==> config.mk <==
export PLATFORM = sky130hd
export DESIGN_NAME = sliding_window_threshold_detector_flat
export DESIGN_NICKNAME = d
export VERILOG_FILES = /design/src/rtl/core/swtd_pkg.sv /design/src/rtl/core/swtd_if.sv /design/src/rtl/core/swtd_flag.sv /design/src/rtl/core/swtd_cell.sv /design/src/rtl/core/sliding_window_threshold_detector.sv /design/src/flat_wrapper.sv
export SDC_FILE = /design/constraint.sdc
export NUM_CORES = 1
export LEC_CHECK = 0
export BUFFER_PORTS_ARGS = -buffer_cell sky130_fd_sc_hd__buf_4
export CORE_UTILIZATION = 40
export DETAILED_ROUTE_END_ITERATION = 16
export GPL_TIMING_DRIVEN = 0
export PLACE_DENSITY = 0.59
export SLEW_MARGIN = 20
export SYNTH_ARGS = -nofsm -noshare
export SYNTH_HDL_FRONTEND = slang
export SYNTH_SLANG_ARGS = --single-unit
==> constraint.sdc <==
create_clock -name clk -period 11 [get_ports clk]
set_clock_uncertainty 0.2 [all_clocks]
set_input_delay 1.1 -clock clk [delete_from_list [all_inputs] [get_ports clk]]
set_output_delay 1.1 -clock clk [all_outputs]
set_load 0.005 [all_outputs]
==> src/rtl/core/swtd_pkg.sv <==
package swtd_pkg;

    // Defaults for the top-level parameters.
    localparam int MAX_WINDOW_DEF  = 256;
    localparam int SAMPLE_BITS_DEF = 16;

    // Register widths.
    localparam int THR_W = 14;
    localparam int WS_W  = 9;
    localparam int MC_W  = 9;
    localparam int CL_W  = 17;

    // Position fields and the reported count.
    localparam int POS_W     = 16;
    localparam int CNT_OUT_W = 9;

    // Configuration port.
    localparam int CFG_INDEX_W = 8;
    localparam int CFG_DATA_W  = 17;

    localparam logic [CFG_INDEX_W-1:0] REG_THRESHOLD    = CFG_INDEX_W'(0);
    localparam logic [CFG_INDEX_W-1:0] REG_WINDOW_SIZE  = CFG_INDEX_W'(1);
    localparam logic [CFG_INDEX_W-1:0] REG_MIN_COUNT    = CFG_INDEX_W'(2);
    localparam logic [CFG_INDEX_W-1:0] REG_CHUNK_LENGTH = CFG_INDEX_W'(3);

    // Register reset values.
    localparam logic [THR_W-1:0] THRESHOLD_RST    = THR_W'(50);
    localparam logic [WS_W-1:0]  WINDOW_SIZE_RST  = WS_W'(256);
    localparam logic [MC_W-1:0]  MIN_COUNT_RST    = MC_W'(128);
    localparam logic [CL_W-1:0]  CHUNK_LENGTH_RST = CL_W'(1024);

    // Largest chunk length that the oldest position can span.
    localparam logic [CL_W-1:0] CHUNK_MAX = CL_W'(65536);

    // Broadcast control for the row of window cells.
    typedef struct packed {
        logic clear;
        logic load;
        logic full;
        logic flag;
    } cell_ctrl_t;

endpackage

==> src/rtl/core/swtd_if.sv <==
interface swtd_in_if #(
    parameter int SAMPLE_BITS = swtd_pkg::SAMPLE_BITS_DEF
);
    logic                              valid;
    logic                              ready;
    logic signed [SAMPLE_BITS-1:0]     sample;
    logic [swtd_pkg::POS_W-1:0]        sample_index;
    logic [swtd_pkg::POS_W-1:0]        chunk_index;

    modport source (output valid, output sample, output sample_index, output chunk_index,
                    input ready);
    modport sink   (input valid, input sample, input sample_index, input chunk_index,
                    output ready);
endinterface

interface swtd_out_if;
    logic                              valid;
    logic                              ready;
    logic [swtd_pkg::CNT_OUT_W-1:0]    flag_count;
    logic [swtd_pkg::POS_W-1:0]        oldest_sample;
    logic [swtd_pkg::POS_W-1:0]        oldest_chunk;
    logic [swtd_pkg::POS_W-1:0]        newest_sample;
    logic [swtd_pkg::POS_W-1:0]        newest_chunk;

    modport source (output valid, output flag_count, output oldest_sample,
                    output oldest_chunk, output newest_sample, output newest_chunk,
                    input ready);
    modport sink   (input valid, input flag_count, input oldest_sample,
                    input oldest_chunk, input newest_sample, input newest_chunk,
                    output ready);
endinterface

==> src/rtl/core/swtd_flag.sv <==
module swtd_flag #(
    parameter int SAMPLE_BITS = swtd_pkg::SAMPLE_BITS_DEF
) (
    input  logic signed [SAMPLE_BITS-1:0]  sample,
    input  logic [swtd_pkg::THR_W-1:0]     threshold,
    output logic                           flag
);
    localparam int CMP_W = SAMPLE_BITS + swtd_pkg::THR_W;

    logic [SAMPLE_BITS-1:0] mag;
    logic [CMP_W-1:0]       scaled;
    logic [CMP_W-1:0]       limit;

    // The most negative code negates to itself, which read unsigned is full scale.
    assign mag = sample[SAMPLE_BITS-1] ? (~sample + 1'b1) : sample;

    // Times 100 as 64 + 32 + 4.
    assign scaled = (CMP_W'(mag) << 6) + (CMP_W'(mag) << 5) + (CMP_W'(mag) << 2);
    assign limit  = CMP_W'(threshold) << (SAMPLE_BITS - 1);
    assign flag   = scaled > limit;
endmodule

==> src/rtl/core/swtd_cell.sv <==
module swtd_cell #(
    parameter int IDX_W    = 8,
    parameter int CELL_IDX = 0
) (
    input  logic                  clk,
    input  logic                  rst_n,
    input  swtd_pkg::cell_ctrl_t  ctrl,
    input  logic [IDX_W-1:0]      insert_pos,
    input  logic                  upper,
    output logic                  flag_q
);
    logic flag_reg;
    logic flag_next;
    logic hit;

    assign hit = insert_pos == IDX_W'(CELL_IDX);

    // A full window moves every flag one cell toward the oldest end.
    always_comb
    begin
        priority if (ctrl.clear)
        begin
            flag_next = 1'b0;
        end
        else if (ctrl.load && ctrl.full)
        begin
            flag_next = hit ? ctrl.flag : upper;
        end
        else if (ctrl.load && hit)
        begin
            flag_next = ctrl.flag;
        end
        else
        begin
            flag_next = flag_reg;
        end
    end

    always_ff @(posedge clk or negedge rst_n)
    begin
        if (!rst_n)
        begin
            flag_reg <= 1'b0;
        end
        else
        begin
            flag_reg <= flag_next;
        end
    end

    assign flag_q = flag_reg;
endmodule

==> src/rtl/core/sliding_window_threshold_detector.sv <==
// A report is registered from the sample that causes it and shown in the cycle after it.
// The block takes one sample per cycle; the output register takes a new report while the
// previous one is being taken, and stalls the input only when it holds an untaken report.
// The flag cells, fill, count and oldest position all update in the accepting cycle.
// Reset (asynchronous, active low) empties the window and restores register defaults.
module sliding_window_threshold_detector #(
    parameter int MAX_WINDOW  = swtd_pkg::MAX_WINDOW_DEF,
    parameter int SAMPLE_BITS = swtd_pkg::SAMPLE_BITS_DEF
) (
    input  logic                                clk,
    input  logic                                rst_n,
    input  logic                                cfg_we,
    input  logic [swtd_pkg::CFG_INDEX_W-1:0]    cfg_index,
    input  logic [swtd_pkg::CFG_DATA_W-1:0]     cfg_data,
    swtd_in_if.sink                             samples,
    swtd_out_if.source                          reports
);
    localparam int IDX_W = $clog2(MAX_WINDOW);
    localparam int CW    = $clog2(MAX_WINDOW + 1);
    localparam int CMPW  = (CW > swtd_pkg::MC_W) ? CW : swtd_pkg::MC_W;
    localparam int POS_W = swtd_pkg::POS_W;
    localparam int CL_W  = swtd_pkg::CL_W;

    logic [swtd_pkg::THR_W-1:0] thr_reg;
    logic [swtd_pkg::WS_W-1:0]  ws_reg;
    logic [swtd_pkg::MC_W-1:0]  mc_reg;
    logic [CL_W-1:0]            cl_reg;

    logic [CW-1:0]    fill_reg,   fill_next;
    logic [CW-1:0]    total_reg,  total_next;
    logic [POS_W-1:0] opos_reg,   opos_next;
    logic [POS_W-1:0] ochunk_reg, ochunk_next;

    logic                         out_valid_reg;
    logic [swtd_pkg::CNT_OUT_W-1:0] cnt_out_reg;
    logic [POS_W-1:0]             osamp_out_reg, ochunk_out_reg, nsamp_out_reg, nchunk_out_reg;

    logic                 accept;
    logic                 flag;
    logic                 full;
    logic                 report;
    logic                 ws_write;
    logic [CW-1:0]        eff_size;
    logic [CL_W-1:0]      eff_chunk;
    logic [CL_W-1:0]      pos_inc;
    logic [IDX_W-1:0]     insert_pos;
    logic [MAX_WINDOW-1:0] cell_q;
    swtd_pkg::cell_ctrl_t ctrl;

    assign samples.ready = !out_valid_reg || reports.ready;
    assign accept        = samples.valid && samples.ready;
    assign ws_write      = cfg_we && (cfg_index == swtd_pkg::REG_WINDOW_SIZE);

    swtd_flag #(
        .SAMPLE_BITS (SAMPLE_BITS)
    ) u_flag (
        .sample    (samples.sample),
        .threshold (thr_reg),
        .flag      (flag)
    );

    always_comb
    begin
        priority if (ws_reg == '0)
        begin
            eff_size = CW'(1);
        end
        else if (32'(ws_reg) > MAX_WINDOW)
        begin
            eff_size = CW'(MAX_WINDOW);
        end
        else
        begin
            eff_size = CW'(ws_reg);
        end
    end

    always_comb
    begin
        priority if (cl_reg == '0)
        begin
            eff_chunk = CL_W'(1);
        end
        else if (cl_reg > swtd_pkg::CHUNK_MAX)
        begin
            eff_chunk = swtd_pkg::CHUNK_MAX;
        end
        else
        begin
            eff_chunk = cl_reg;
        end
    end

    assign full       = fill_reg >= eff_size;
    // The newest flag lands at the top of the window when full, else just past the fill.
    assign insert_pos = full ? IDX_W'(eff_size - 1'b1) : IDX_W'(fill_reg);

    assign ctrl.clear = ws_write;
    assign ctrl.load  = accept;
    assign ctrl.full  = full;
    assign ctrl.flag  = flag;

    for (genvar i = 0; i < MAX_WINDOW; i++)
    begin : g_cell
        logic upper;
        if (i == MAX_WINDOW - 1)
        begin : g_top
            assign upper = 1'b0;
        end
        else
        begin : g_mid
            assign upper = cell_q[i+1];
        end

        swtd_cell #(
            .IDX_W    (IDX_W),
            .CELL_IDX (i)
        ) u_cell (
            .clk        (clk),
            .rst_n      (rst_n),
            .ctrl       (ctrl),
            .insert_pos (insert_pos),
            .upper      (upper),
            .flag_q     (cell_q[i])
        );
    end

    assign pos_inc = CL_W'(opos_reg) + 1'b1;

    always_comb
    begin
        fill_next   = fill_reg;
        total_next  = total_reg;
        opos_next   = opos_reg;
        ochunk_next = ochunk_reg;
        if (accept)
        begin
            if (fill_reg == '0)
            begin
                opos_next   = samples.sample_index;
                ochunk_next = samples.chunk_index;
            end
            if (full)
            begin
                // The oldest flag sits in the first cell and leaves the window here.
                total_next = total_reg - CW'(cell_q[0]) + CW'(flag);
                if (pos_inc >= eff_chunk)
                begin
                    opos_next   = '0;
                    ochunk_next = ochunk_reg + 1'b1;
                end
                else
                begin
                    opos_next = POS_W'(pos_inc);
                end
            end
            else
            begin
                fill_next  = fill_reg + 1'b1;
                total_next = total_reg + CW'(flag);
            end
        end
    end

    assign report = CMPW'(total_next) >= CMPW'(mc_reg);

    always_ff @(posedge clk or negedge rst_n)
    begin
        if (!rst_n)
        begin
            thr_reg       <= swtd_pkg::THRESHOLD_RST;
            ws_reg        <= swtd_pkg::WINDOW_SIZE_RST;
            mc_reg        <= swtd_pkg::MIN_COUNT_RST;
            cl_reg        <= swtd_pkg::CHUNK_LENGTH_RST;
            fill_reg      <= '0;
            total_reg     <= '0;
            opos_reg      <= '0;
            ochunk_reg    <= '0;
            out_valid_reg <= 1'b0;
        end
        else
        begin
            opos_reg   <= opos_next;
            ochunk_reg <= ochunk_next;
            if (ws_write)
            begin
                fill_reg  <= '0;
                total_reg <= '0;
            end
            else
            begin
                fill_reg  <= fill_next;
                total_reg <= total_next;
            end
            if (cfg_we)
            begin
                unique case (cfg_index)
                    swtd_pkg::REG_THRESHOLD:    thr_reg <= swtd_pkg::THR_W'(cfg_data);
                    swtd_pkg::REG_WINDOW_SIZE:  ws_reg  <= swtd_pkg::WS_W'(cfg_data);
                    swtd_pkg::REG_MIN_COUNT:    mc_reg  <= swtd_pkg::MC_W'(cfg_data);
                    swtd_pkg::REG_CHUNK_LENGTH: cl_reg  <= cfg_data;
                    default:                    ;
                endcase
            end
            if (accept)
            begin
                out_valid_reg <= report;
            end
            else if (reports.ready)
            begin
                out_valid_reg <= 1'b0;
            end
        end
    end

    always_ff @(posedge clk)
    begin
        if (accept && report)
        begin
            cnt_out_reg    <= swtd_pkg::CNT_OUT_W'(total_next);
            osamp_out_reg  <= opos_next;
            ochunk_out_reg <= ochunk_next;
            nsamp_out_reg  <= samples.sample_index;
            nchunk_out_reg <= samples.chunk_index;
        end
    end

    assign reports.valid         = out_valid_reg;
    assign reports.flag_count    = cnt_out_reg;
    assign reports.oldest_sample = osamp_out_reg;
    assign reports.oldest_chunk  = ochunk_out_reg;
    assign reports.newest_sample = nsamp_out_reg;
    assign reports.newest_chunk  = nchunk_out_reg;
endmodule

==> src/flat_wrapper.sv <==
// flat-port wrapper written by rule: the top's interface ports become plain ports
module sliding_window_threshold_detector_flat 
#(
    parameter int MAX_WINDOW  = swtd_pkg::MAX_WINDOW_DEF,
    parameter int SAMPLE_BITS = swtd_pkg::SAMPLE_BITS_DEF
)
  (clk, rst_n, cfg_we, cfg_index, cfg_data, samples_valid, samples_sample, samples_sample_index, samples_chunk_index, samples_ready, reports_valid, reports_flag_count, reports_oldest_sample, reports_oldest_chunk, reports_newest_sample, reports_newest_chunk, reports_ready);
  swtd_in_if #(.SAMPLE_BITS(SAMPLE_BITS)) samples_i ();
  swtd_out_if reports_i ();
  input  logic clk;
  input  logic rst_n;
  input  logic cfg_we;
  input  logic [swtd_pkg::CFG_INDEX_W-1:0] cfg_index;
  input  logic [swtd_pkg::CFG_DATA_W-1:0] cfg_data;
  input wire logic [$bits(samples_i.valid)-1:0] samples_valid;
  input wire logic [$bits(samples_i.sample)-1:0] samples_sample;
  input wire logic [$bits(samples_i.sample_index)-1:0] samples_sample_index;
  input wire logic [$bits(samples_i.chunk_index)-1:0] samples_chunk_index;
  output wire logic [$bits(samples_i.ready)-1:0] samples_ready;
  output wire logic [$bits(reports_i.valid)-1:0] reports_valid;
  output wire logic [$bits(reports_i.flag_count)-1:0] reports_flag_count;
  output wire logic [$bits(reports_i.oldest_sample)-1:0] reports_oldest_sample;
  output wire logic [$bits(reports_i.oldest_chunk)-1:0] reports_oldest_chunk;
  output wire logic [$bits(reports_i.newest_sample)-1:0] reports_newest_sample;
  output wire logic [$bits(reports_i.newest_chunk)-1:0] reports_newest_chunk;
  input wire logic [$bits(reports_i.ready)-1:0] reports_ready;
  assign samples_i.valid = samples_valid;
  assign samples_i.sample = samples_sample;
  assign samples_i.sample_index = samples_sample_index;
  assign samples_i.chunk_index = samples_chunk_index;
  assign samples_ready = samples_i.ready;
  assign reports_valid = reports_i.valid;
  assign reports_flag_count = reports_i.flag_count;
  assign reports_oldest_sample = reports_i.oldest_sample;
  assign reports_oldest_chunk = reports_i.oldest_chunk;
  assign reports_newest_sample = reports_i.newest_sample;
  assign reports_newest_chunk = reports_i.newest_chunk;
  assign reports_i.ready = reports_ready;
  sliding_window_threshold_detector #(.MAX_WINDOW(MAX_WINDOW), .SAMPLE_BITS(SAMPLE_BITS)) u_core (.clk(clk), .rst_n(rst_n), .cfg_we(cfg_we), .cfg_index(cfg_index), .cfg_data(cfg_data), .samples(samples_i), .reports(reports_i));
endmodule
**Word-level counts from Yosys, hierarchy flattened**

Index checks and enable logic that the tools add are counted.

- Add/subtract/negate cells: 10
- Order comparisons: 6
- Equal/unequal tests: 259
- Mux-type cells: 1,046
- Bitwise operators: 1
- Reduce and logical (&&, ||, !) cells: 530

Operator list:

| operator | number |
|---|---|
| 2-to-1 mux 1 bit | 1,026 |
| == test 8 bit (second input constant) | 128 |
| nonzero test 3 bit | 256 |
| == test 8 x 7 -> 1 bit (second input constant) | 64 |
| logical AND 1 bit | 260 |
| == test 8 x 6 -> 1 bit (second input constant) | 32 |
| 2-to-1 mux 16 bit | 9 |
| == test 8 x 5 -> 1 bit (second input constant) | 16 |
| 2-to-1 mux 9 bit | 8 |
| == test 8 x 4 -> 1 bit (second input constant) | 8 |
| 2-to-1 mux 17 bit | 2 |
| adder 16 x 1 -> 16 bit (second input constant) | 2 |
| == test 8 x 2 -> 1 bit (second input constant) | 4 |
| == test 8 x 3 -> 1 bit (second input constant) | 4 |
| adder 30 x 18 -> 30 bit | 1 |
| > comparator 30 x 29 -> 1 bit | 1 |
| adder 22 x 21 -> 23 bit | 1 |
| adder 9 x 1 -> 9 bit | 2 |
| >= comparator 9 bit | 2 |
| zero test 9 bit | 2 |
| adder 16 x 1 -> 17 bit (second input constant) | 1 |
| >= comparator 17 bit | 1 |
| > comparator 17 bit (second input constant) | 1 |
| zero test 17 bit | 1 |
| other kinds (13) | 20 |

- Register bits: 429
- Input bits: 78
- Output and inout port bits: 75
- Word-level logic and storage cells: 2,122

**Longest topological paths before layout**

Gate-level depths: netlist (run 1).

- Depth in word-level cells: 11
- Gate-level depth with buffers: 49

**Modules after synthesis**

A second synthesis (run 1) with hierarchy kept.

- Cell total of the unflattened synthesis: 3,949
- Area, all modules: 38,086.5 µm²

Modules (own cells, without submodules):

| module | instances | cells each | area an instance (µm²) | sequential area each (µm²) |
|---|---|---|---|---|
| sliding_window_threshold_detector | 1 | 803 | 8,886.0 | 4,702.0 |
| swtd_cell at u_core.g_cell[103].u_cell ... | 48 | 11 | 106.4 | 25.0 |
| swtd_cell at u_core.g_cell[101].u_cell ... | 36 | 11 | 102.6 | 25.0 |
| swtd_cell at u_core.g_cell[111].u_cell ... | 28 | 11 | 103.8 | 25.0 |
| swtd_cell at u_core.g_cell[0].u_cell ... | 25 | 11 | 115.1 | 25.0 |
| swtd_cell at u_core.g_cell[131].u_cell ... | 24 | 11 | 105.1 | 25.0 |
| swtd_flag | 1 | 330 | 2,373.5 | 0.0 |
| swtd_cell at u_core.g_cell[129].u_cell ... | 16 | 11 | 120.1 | 25.0 |
| swtd_cell at u_core.g_cell[135].u_cell ... | 16 | 11 | 92.6 | 25.0 |
| swtd_cell at u_core.g_cell[113].u_cell ... | 16 | 11 | 88.8 | 25.0 |
| swtd_cell at u_core.g_cell[10].u_cell ... | 10 | 11 | 123.9 | 25.0 |
| swtd_cell at u_core.g_cell[112].u_cell ... | 12 | 11 | 90.1 | 25.0 |
| swtd_cell at u_core.g_cell[127].u_cell ... | 8 | 11 | 101.3 | 25.0 |
| swtd_cell at u_core.g_cell[144].u_cell ... | 6 | 11 | 112.6 | 25.0 |
| 4 more rows | n/a | n/a | n/a | n/a |

**Worst setup path before layout (run 1)**

Ideal clock, no wire load.

- Path type: input port to flip-flop
- Start: in samples_sample[15]
- End: reg u_core.cnt_out_reg, in the netlist u_core.reports.flag_count[0] (enable)
- Arrival time: 12.192 ns
- Slack: -1.897 ns
- Cell stages on the path: 46
- Path buffers: 6
- Cells stage by stage: buf_1 clkbuf_1 clkbuf_1 o21ai_0 ha_1 fa_1 a21o_1 a21oi_1 o41ai_1 xor2_1 ha_1 a21oi_1 o21ai_1 maj3_1 a21o_1 a21o_1 a21oi_1 xnor2_1 (+10 left out) buf_8 buf_6 ha_1 inv_1 fa_1 nor2b_1 o21ai_0 a21boi_0 o21ai_0 a21boi_0 o21a_1 or3_1 a21oi_1 o21ai_0 xnor2_1 ha_1 a21oi_1 nor2_1

- Cells in the longest elaborated chain, start to end: 11
- Elaborated cells on any way between the ends: 12

RTL lines:

| item | RTL line | RTL |
|---|---|---|
| start, declared | flat_wrapper.sv:16 | `input wire logic [$bits(samples_i.sample)-1:0] samples_sample;` |
| inverter 16 bit | swtd_flag.sv:15 | `assign mag = sample[SAMPLE_BITS-1] ? (~sample + 1'b1) : sample;` |
| adder 16 x 1 -> 16 bit | swtd_flag.sv:15 |  |
| 2-to-1 mux 16 bit (*) | swtd_flag.sv:15 |  |
| adder 22 x 21 -> 23 bit | swtd_flag.sv:18 | `assign scaled = (CMP_W'(mag) << 6) + (CMP_W'(mag) << 5) + (CMP_W'(mag) << 2);` |
| adder 30 x 18 -> 30 bit (*) | swtd_flag.sv:18 |  |
| > comparator 30 x 29 -> 1 bit (*) | swtd_flag.sv:20 | `assign flag = scaled > limit;` |
| adder 9 x 1 -> 9 bit, on equally long branches | sliding_window_threshold_detector.sv:160, sliding_window_threshold_detector.sv:146 |  |
| 2-to-1 mux 9 bit (*) | sliding_window_threshold_detector.sv:143 | `if (full)` |
| 2-to-1 mux 9 bit (*) | sliding_window_threshold_detector.sv:136 | `if (accept)` |
| via u_core.total_next[8] | sliding_window_threshold_detector.sv:30 | `logic [CW-1:0] total_reg, total_next;` |
| >= comparator 9 bit (*) | sliding_window_threshold_detector.sv:165 | `assign report = CMPW'(total_next) >= CMPW'(mc_reg);` |
| logical AND 1 bit (*) | sliding_window_threshold_detector.sv:218 | `if (accept && report)` |
| end signal, assigned | sliding_window_threshold_detector.sv:220 | `cnt_out_reg <= swtd_pkg::CNT_OUT_W'(total_next);` |
| end, declared | sliding_window_threshold_detector.sv:35 | `logic [swtd_pkg::CNT_OUT_W-1:0] cnt_out_reg;` |

The timed path passes the listed nets; every way through them passes the cells marked *.
A chain may end at the register's enable or synchronous reset.

**Final worst setup path (run 1)**

- Start: in samples_sample[0]
- End: reg u_core.nsamp_out_reg[6] (netlist: u_core.reports.newest_sample[6]) (enable)

- Cells in the longest elaborated chain, start to end: 11
- Elaborated cells on any way between the ends: 12

RTL lines:

| item | RTL line | RTL |
|---|---|---|
| inverter 16 bit | swtd_flag.sv:15 |  |
| adder 16 x 1 -> 16 bit | swtd_flag.sv:15 |  |
| 2-to-1 mux 16 bit (*) | swtd_flag.sv:15 |  |
| adder 22 x 21 -> 23 bit | swtd_flag.sv:18 |  |
| adder 30 x 18 -> 30 bit (*) | swtd_flag.sv:18 |  |
| > comparator 30 x 29 -> 1 bit (*) | swtd_flag.sv:20 |  |
| adder 9 x 1 -> 9 bit, on equally long branches | sliding_window_threshold_detector.sv:160, sliding_window_threshold_detector.sv:146 |  |
| 2-to-1 mux 9 bit (*) | sliding_window_threshold_detector.sv:143 |  |
| 2-to-1 mux 9 bit (*) | sliding_window_threshold_detector.sv:136 |  |
| via u_core.total_next[8] | sliding_window_threshold_detector.sv:30 |  |
| >= comparator 9 bit (*) | sliding_window_threshold_detector.sv:165 |  |
| logical AND 1 bit (*) | sliding_window_threshold_detector.sv:218 |  |
| end signal, assigned | sliding_window_threshold_detector.sv:223 | `nsamp_out_reg <= samples.sample_index;` |
| end, declared | sliding_window_threshold_detector.sv:36 | `logic [POS_W-1:0] osamp_out_reg, ochunk_out_reg, nsamp_out_reg, nchunk_out_reg;` |

Marks and branches as above.

==> results of run 1 <==
## layout by cell type, fill, tap and decap left out, types with 14 or more instances in the layout
cell / synthesis / layout
xor2_1: 26 / 26
clkbuf_2: 0 / 19
or2_2: 18 / 18
nand2_1: 179 / 179
o21ai_0: 158 / 153
a211oi_1: 135 / 135
a2111oi_2: 18 / 18
a31oi_1: 23 / 22
ha_1: 94 / 92
buf_2: 17 / 17
o311ai_0: 168 / 168
buf_1: 31 / 29
nor2_1: 366 / 361
edfxtp_1: 73 / 73
a21o_1: 22 / 22
mux2_2: 31 / 31
o31ai_1: 16 / 15
a211o_1: 113 / 112
o21a_1: 18 / 18
o22ai_1: 24 / 24
nand3_1: 56 / 56
inv_1: 60 / 59
nand4_1: 20 / 20
a2111oi_0: 32 / 31
xnor2_1: 43 / 41
clkbuf_16: 0 / 51
dfrtp_1: 350 / 350
mux2i_1: 15 / 14
nand2b_1: 24 / 24
nor2b_1: 22 / 21
a21oi_1: 253 / 249
buf_4: 3 / 161
nor3_1: 43 / 41
or3_1: 14 / 14
clkbuf_1: 210 / 200
## final timing paths
check	cells past startpoint	end	startpoint	slack, ns
worst min register to register	1	u_core.thr_reg[10]$_DFFE_PN0P_	u_core.thr_reg[10]$_DFFE_PN0P_	0.31
worst min-delay path	1	u_core.g_cell[102].u_cell.flag_q$_DFFE_PN0P_	rst_n	0.22
worst max-delay path	48	u_core.reports.newest_sample[6]$_DFFE_PP_	samples_sample[0]	0.48
worst max register to register	31	u_core.reports.newest_sample[6]$_DFFE_PP_	u_core.ws_reg[4]$_DFFE_PN0P_	3.04
max in group asynchronous	3	u_core.ws_reg[8]$_DFFE_PN1P_	rst_n	9.06
min in group clk	1	u_core.thr_reg[10]$_DFFE_PN0P_	u_core.thr_reg[10]$_DFFE_PN0P_	0.31
## cells by family (layout without fill, tap and decap cells)
logic type	Yosys count	in the layout	share of synthesized area (%)
AOI/OAI and AO/OA	1056	1056	28.7
and+or+nand+nor	820	820	14.5
DFF	429	429	42.6
buffers and inverters	329	589	4.99
adders and majority gates	101	101	4.91
xor gates and xnor gates	70	70	2.38
muxes	46	46	1.92
other	0	4	0
## per-layer routing
metal  global-route usage, %  up-vias  wire length [um]
met2                    51.0     2012             50100
li1                        -    11188                 -
met1                    48.2    13198             48700
met4                    21.0        6              8120
met5                       0        -                61
met3                    13.2      479             16700
## power groups by stage
| stage | clock (W) | combinational, W | sequential, W |
|---|---|---|---|
| 6_report | 0.00183 | 0.00324 | 0.00277 |
| 5_1_grt | 0.00190 | 0.00344 | 0.00280 |
| 4_1_cts | 0.00184 | 0.00306 | 0.00272 |
| 3_5_place_dp | 0 | 0.00303 | 0.00274 |
| 3_3_place_gp | 0 | 0.00294 | 0.00274 |
| 2_1_floorplan | 0 | 0.00199 | 0.00253 |
## per-stage QoR
| step | cells | hold WS, ns | setup WS, ns | setup TNS [ns] | total power (W) |
|---|---|---|---|---|---|
| final | 3970 | 0.216 | 0.476 | 0 | 0.00785 |
| after global routing | 3966 | 0.273 | -0.0372 | -0.481 | 0.00814 |
| after CTS | 3963 | 0.246 | 0.0381 | 0 | 0.00763 |
| after detailed placement | 3865 | 0.293 | -2.14 | -147.38 | 0.00577 |
| after global placement | 3856 | 0.283 | -2.56 | -188.80 | 0.00567 |
| after floorplan | 2851 | 0.260 | 0.137 | 0 | 0.00452 |
## area by class of cell
| cell class | count | area share [%] |
|---|---|---|
| diodes | 4 | 0.0328 |
| plain buffers | 264 | 3.61 |
| clock buffers | 69 | 4.60 |
| clock inverters | 24 | 1.19 |
| inverters | 64 | 0.788 |
| multi-input cells | 2093 | 45.3 |
| flip-flops and latches | 429 | 36.4 |
| well taps | 855 | 3.51 |
| repair buffers | 168 | 4.61 |
## what timing repair did
action / CTS / global route
pin swaps: 4 / 8
buffers inserted: 5 / 4
resized for setup: 14 / 26
endpoints found under the setup margin: 74 / 74
==> impl_metrics.env, run 1 <==
export IMPL_synth_top_area_cell="dfrtp_1"
export IMPL_hold_viol=0
export IMPL_clockBufferDepth=3
export IMPL_grt_pass1_wl_um=178000
export IMPL_area_growth_syn_to_layout_pct=17.0
export IMPL_initial_utilization_pct=40.4
export IMPL_die_area_um2=66200
export IMPL_seq_power_share_pct=35.3
export IMPL_first_global_vias=25858
export IMPL_maxCapViolCount=0
export IMPL_worstHoldPathType="in2async"
export IMPL_crit_top_cell="o21a_1"
export IMPL_tightest_slew_ns=1.29
export IMPL_ctsHtreeMaxLevel=2
export IMPL_routed_via_density=6.77
export IMPL_crit_fanout=24
export IMPL_place_congestion=1.06
export IMPL_clock_sinks=429
export IMPL_tritoncts="yes"
export IMPL_final_nets=3245
export IMPL_crit_arrival_ns=10.69
export IMPL_p_sw_w=0.00338
export IMPL_outcome="finished, final reports clean"
export IMPL_synth_area_um2=26100
export IMPL_start_kind="input pin"
export IMPL_p_per_area_nw_per_um2=257
export IMPL_relSlewSlack_pct=13.8
export IMPL_antenna_left=0
export IMPL_critPathSlowestCell="or3b_2"
export IMPL_route_detailed_wl_per_inst_um=31.1
export IMPL_setup_viol=0
export IMPL_dpl_hpwl_um=85500
export IMPL_clkLatencyLatePin_ns=0.64
export IMPL_track_usage_pct=36.5
export IMPL_multi_input_area_um2=13800
export IMPL_ys_top_cells_by_area="dfrtp_1 (34%), edfxtp_1 (8.4%), o311ai_0 (5.6%)"
export IMPL_die_height_um=257
export IMPL_crit_family="compound AO/OA/AOI/OAI gates"
export IMPL_layout_min_cycle_time_ns=10.52
export IMPL_boundaryPins=153
export IMPL_p_clk_share_pct=23.4
export IMPL_register_area_um2=11100
export IMPL_antenna_found_initial=7
export IMPL_slew_violations=0
export IMPL_path_buf_inv=9
export IMPL_synth_top_cell_area_share_pct=33.6
export IMPL_synth_edff_count=73
export IMPL_ys_ff_latch=429
export IMPL_clk_pin_slew_ns=0.06
export IMPL_clock_root_buffer="clkbuf_16"
export IMPL_vdd_ir_drop_max_uv=143
export IMPL_fmax_ghz=0.0950
export IMPL_place_area_um2=28500
export IMPL_drtIter0Drc=4088
export IMPL_synth_warning_count=0
export IMPL_post_route_util_pct=47.3
export IMPL_rows=93
export IMPL_drc=0
export IMPL_postSynthCellCount=2851
export IMPL_synth_distinct_cells=82
export IMPL_yosysSeqAreaShare_pct=42.6
export IMPL_worstSetupPathType="in2reg"
export IMPL_wl_um=124000
export IMPL_grt_start_max_net_pins=97
export IMPL_fin_crit_sh_pct=95.7
export IMPL_max_stage_delay_ns=0.49
export IMPL_switching_share_pct=43.1
export IMPL_internal_power_w=0.00446
export IMPL_dieWidth_um=257
export IMPL_via_count=26883
export IMPL_first_pass_iters=9
export IMPL_endpoint_kind="flip-flop"
export IMPL_core_area_um2=64500
export IMPL_overflow=0
export IMPL_fillers=6139
export IMPL_numCtsBuffers=50
export IMPL_final_area_um2=30500
export IMPL_synth_main_ff_cell="dfrtp_1"
export IMPL_synth_common_cells="nor2_1 (366), dfrtp_1 (350), a21oi_1 (253)"
export IMPL_syn_avg_cell_area_um2=9.14
export IMPL_async_reset_ff_share_pct=83.0
export IMPL_drive_above_1_share_pct=13.7
export IMPL_port_buffers=150
export IMPL_synth_most_common_cell="nor2_1"
export IMPL_largest_register_ffs=256
export IMPL_pwr_share_comb_pct=41.3
export IMPL_syn_nets=3026
export IMPL_p_leak_nw=11.9
export IMPL_critPathRequiredTime_ns=11.16
export IMPL_cts_hold_buf=0
Power figures use the tool's default switching activity.
==> run 2: changes to the inputs <==
PLACE_DENSITY = 0.55   (was 0.59)
==> impl_metrics.env, run 2 (synthesis gave the netlist of run 1 again) <==
export IMPL_max_stage_delay_ns=0.49
export IMPL_tritoncts="yes"
export IMPL_rows=93
export IMPL_critPathSlowestCell="or3b_2"
export IMPL_via_count=27167
export IMPL_wl_um=130000
export IMPL_worstReg2RegEnd="u_core.reports.oldest_sample[6]$_DFFE_PP_"
export IMPL_layout_min_cycle_time_ns=10.38
export IMPL_endpoint_kind="flip-flop"
export IMPL_die_area_um2=66200
export IMPL_antenna_found_initial=8
export IMPL_setup_viol=0
export IMPL_clock_root_buffer="clkbuf_16"
export IMPL_routed_via_density=6.84
export IMPL_clkLatencyLatePin_ns=0.64
export IMPL_core_area_um2=64500
export IMPL_grt_pass1_wl_um=184000
export IMPL_ctsHtreeMaxLevel=2
export IMPL_die_height_um=257
export IMPL_cts_hold_buf=0
export IMPL_first_global_vias=25648
export IMPL_first_pass_iters=9
export IMPL_critPathRequiredTime_ns=11.16
export IMPL_overflow=0
export IMPL_slew_violations=0
export IMPL_worstSetupPathType="in2reg"
export IMPL_post_route_util_pct=47.5
export IMPL_largest_register_ffs=256
export IMPL_antenna_left=0
export IMPL_r2r_slack_ns=2.96
export IMPL_route_detailed_wl_per_inst_um=32.7
export IMPL_initial_utilization_pct=40.4
export IMPL_dpl_hpwl_um=89700
export IMPL_outcome="finished, final reports clean"
export IMPL_p_leak_nw=12.0
export IMPL_boundaryPins=153
export IMPL_final_cell_mix="nor2_1 (362), dfrtp_1 (350), a21oi_1 (251)"
export IMPL_p_per_area_nw_per_um2=262
export IMPL_place_congestion=1.03
export IMPL_numCtsBuffers=52
export IMPL_maxCapViolCount=0
export IMPL_crit_arrival_ns=10.54
export IMPL_final_common_cell="nor2_1"
export IMPL_area_growth_syn_to_layout_pct=17.5
export IMPL_dieWidth_um=257
export IMPL_worstHoldPathType="in2async"
export IMPL_clock_sinks=429
export IMPL_port_buffers=150
export IMPL_vdd_ir_drop_max_uv=107
export IMPL_r2r_cells=31
export IMPL_drive_above_1_share_pct=13.7
export IMPL_track_usage_pct=38.3
export IMPL_final_nets=3248
export IMPL_clockBufferDepth=3
export IMPL_crit_fanout=25
export IMPL_fin_crit_sh_pct=94.4
export IMPL_rsz0062_at_grt="false"
export IMPL_r2r_start="u_core.ws_reg[4]$_DFFE_PN0P_"
export IMPL_hold_viol=0
export IMPL_drtIter0Drc=3787
export IMPL_drc=0
export IMPL_fmax_ghz=0.0963
export IMPL_start_kind="input pin"
export IMPL_grt_start_max_net_pins=91
export IMPL_totalPowerFinal_w=0.00802
export IMPL_tightest_slew_ns=1.38
export IMPL_relSlewSlack_pct=8.31
export IMPL_clk_pin_slew_ns=0.06
## run 2: changes by cell type in the layout (fill, tap and decap cells not counted), sizes merged
cell,delta
buf,+3
inv,-2
diode,+2
clkbuf,-5
bufinv,+6
clkinvlp,-3
clkinv,+3
## run 2: final cells by class
class,instances,area (um^2)
Buffer,263,1090
Sequential cell,429,11100
Tap cell,855,1070
Multi-Input combinational cell,2093,13800
Inverter,64,240
Timing Repair Buffer,170,1440
Clock inverter,28,494
Clock buffer,66,1420
Antenna cell,6,15.0
Fill cell,6208,33800
## run 2: what timing repair did
item	in CTS	in global routing
pin swaps	3	2
resized for setup	12	16
endpoints found under the setup margin	76	74
buffers inserted	4	6
## run 2: worst max path at each step
stage / start / end / slack [ns] / depth (start not counted)
floorplan: samples_sample[15] / u_core.reports.flag_count[0]$_DFFE_PP_ / 0.14 / 46
global placement: samples_sample[15] / u_core.reports.oldest_sample[6]$_DFFE_PP_ / -2.69 / 48
detailed placement: samples_sample[15] / u_core.reports.oldest_sample[6]$_DFFE_PP_ / -2.26 / 50
CTS: samples_sample[1] / u_core.reports.oldest_sample[6]$_DFFE_PP_ / 0.07 / 46
global route: samples_sample[0] / u_core.reports.oldest_sample[3]$_DFFE_PP_ / 0.05 / 45
finish: samples_sample[1] / u_core.reports.oldest_sample[6]$_DFFE_PP_ / 0.62 / 46
## run 2: stage by stage
stage                     instance area, um^2  hold WS, ns  instances  setup slack [ns]  setup TNS (ns)
after floorplan                         26100        0.260       2851             0.137               0
after global placement                  28300        0.283       3856             -2.69         -198.57
after detailed placement                28500        0.297       3865             -2.26         -158.08
after CTS                               30500        0.311       3962            0.0706               0
after global routing                    30600        0.325       3970            0.0539               0
final                                   30600        0.282       3974             0.619               0
## run 2: layer usage
layer  vias up  share of wire [%]  track usage (%)
met5         -              0.033                0
met4         6                5.5             18.1
met3       477                 13             14.7
met2      2019                 41             54.5
met1     13442                 40             50.9
li1      11223                  -                -
## run 2: critical path: cells and delay by family
family	cells	cell delay, ns
AO/OA/AOI/OAI	20	4.00
XOR/XNOR	2	0.30
adder cells (fa/ha/maj)	8	2.57
buffers and inverters	7	1.04
AND/OR/NAND/NOR	9	1.42
## run 2: report_power, final
group          internal, W  leakage [nW]  switching (W)
Sequential         0.00225          4.84       0.000503
Combinational      0.00114          6.26        0.00215
Clock              0.00122         0.936       0.000764
Total              0.00460          12.0        0.00341
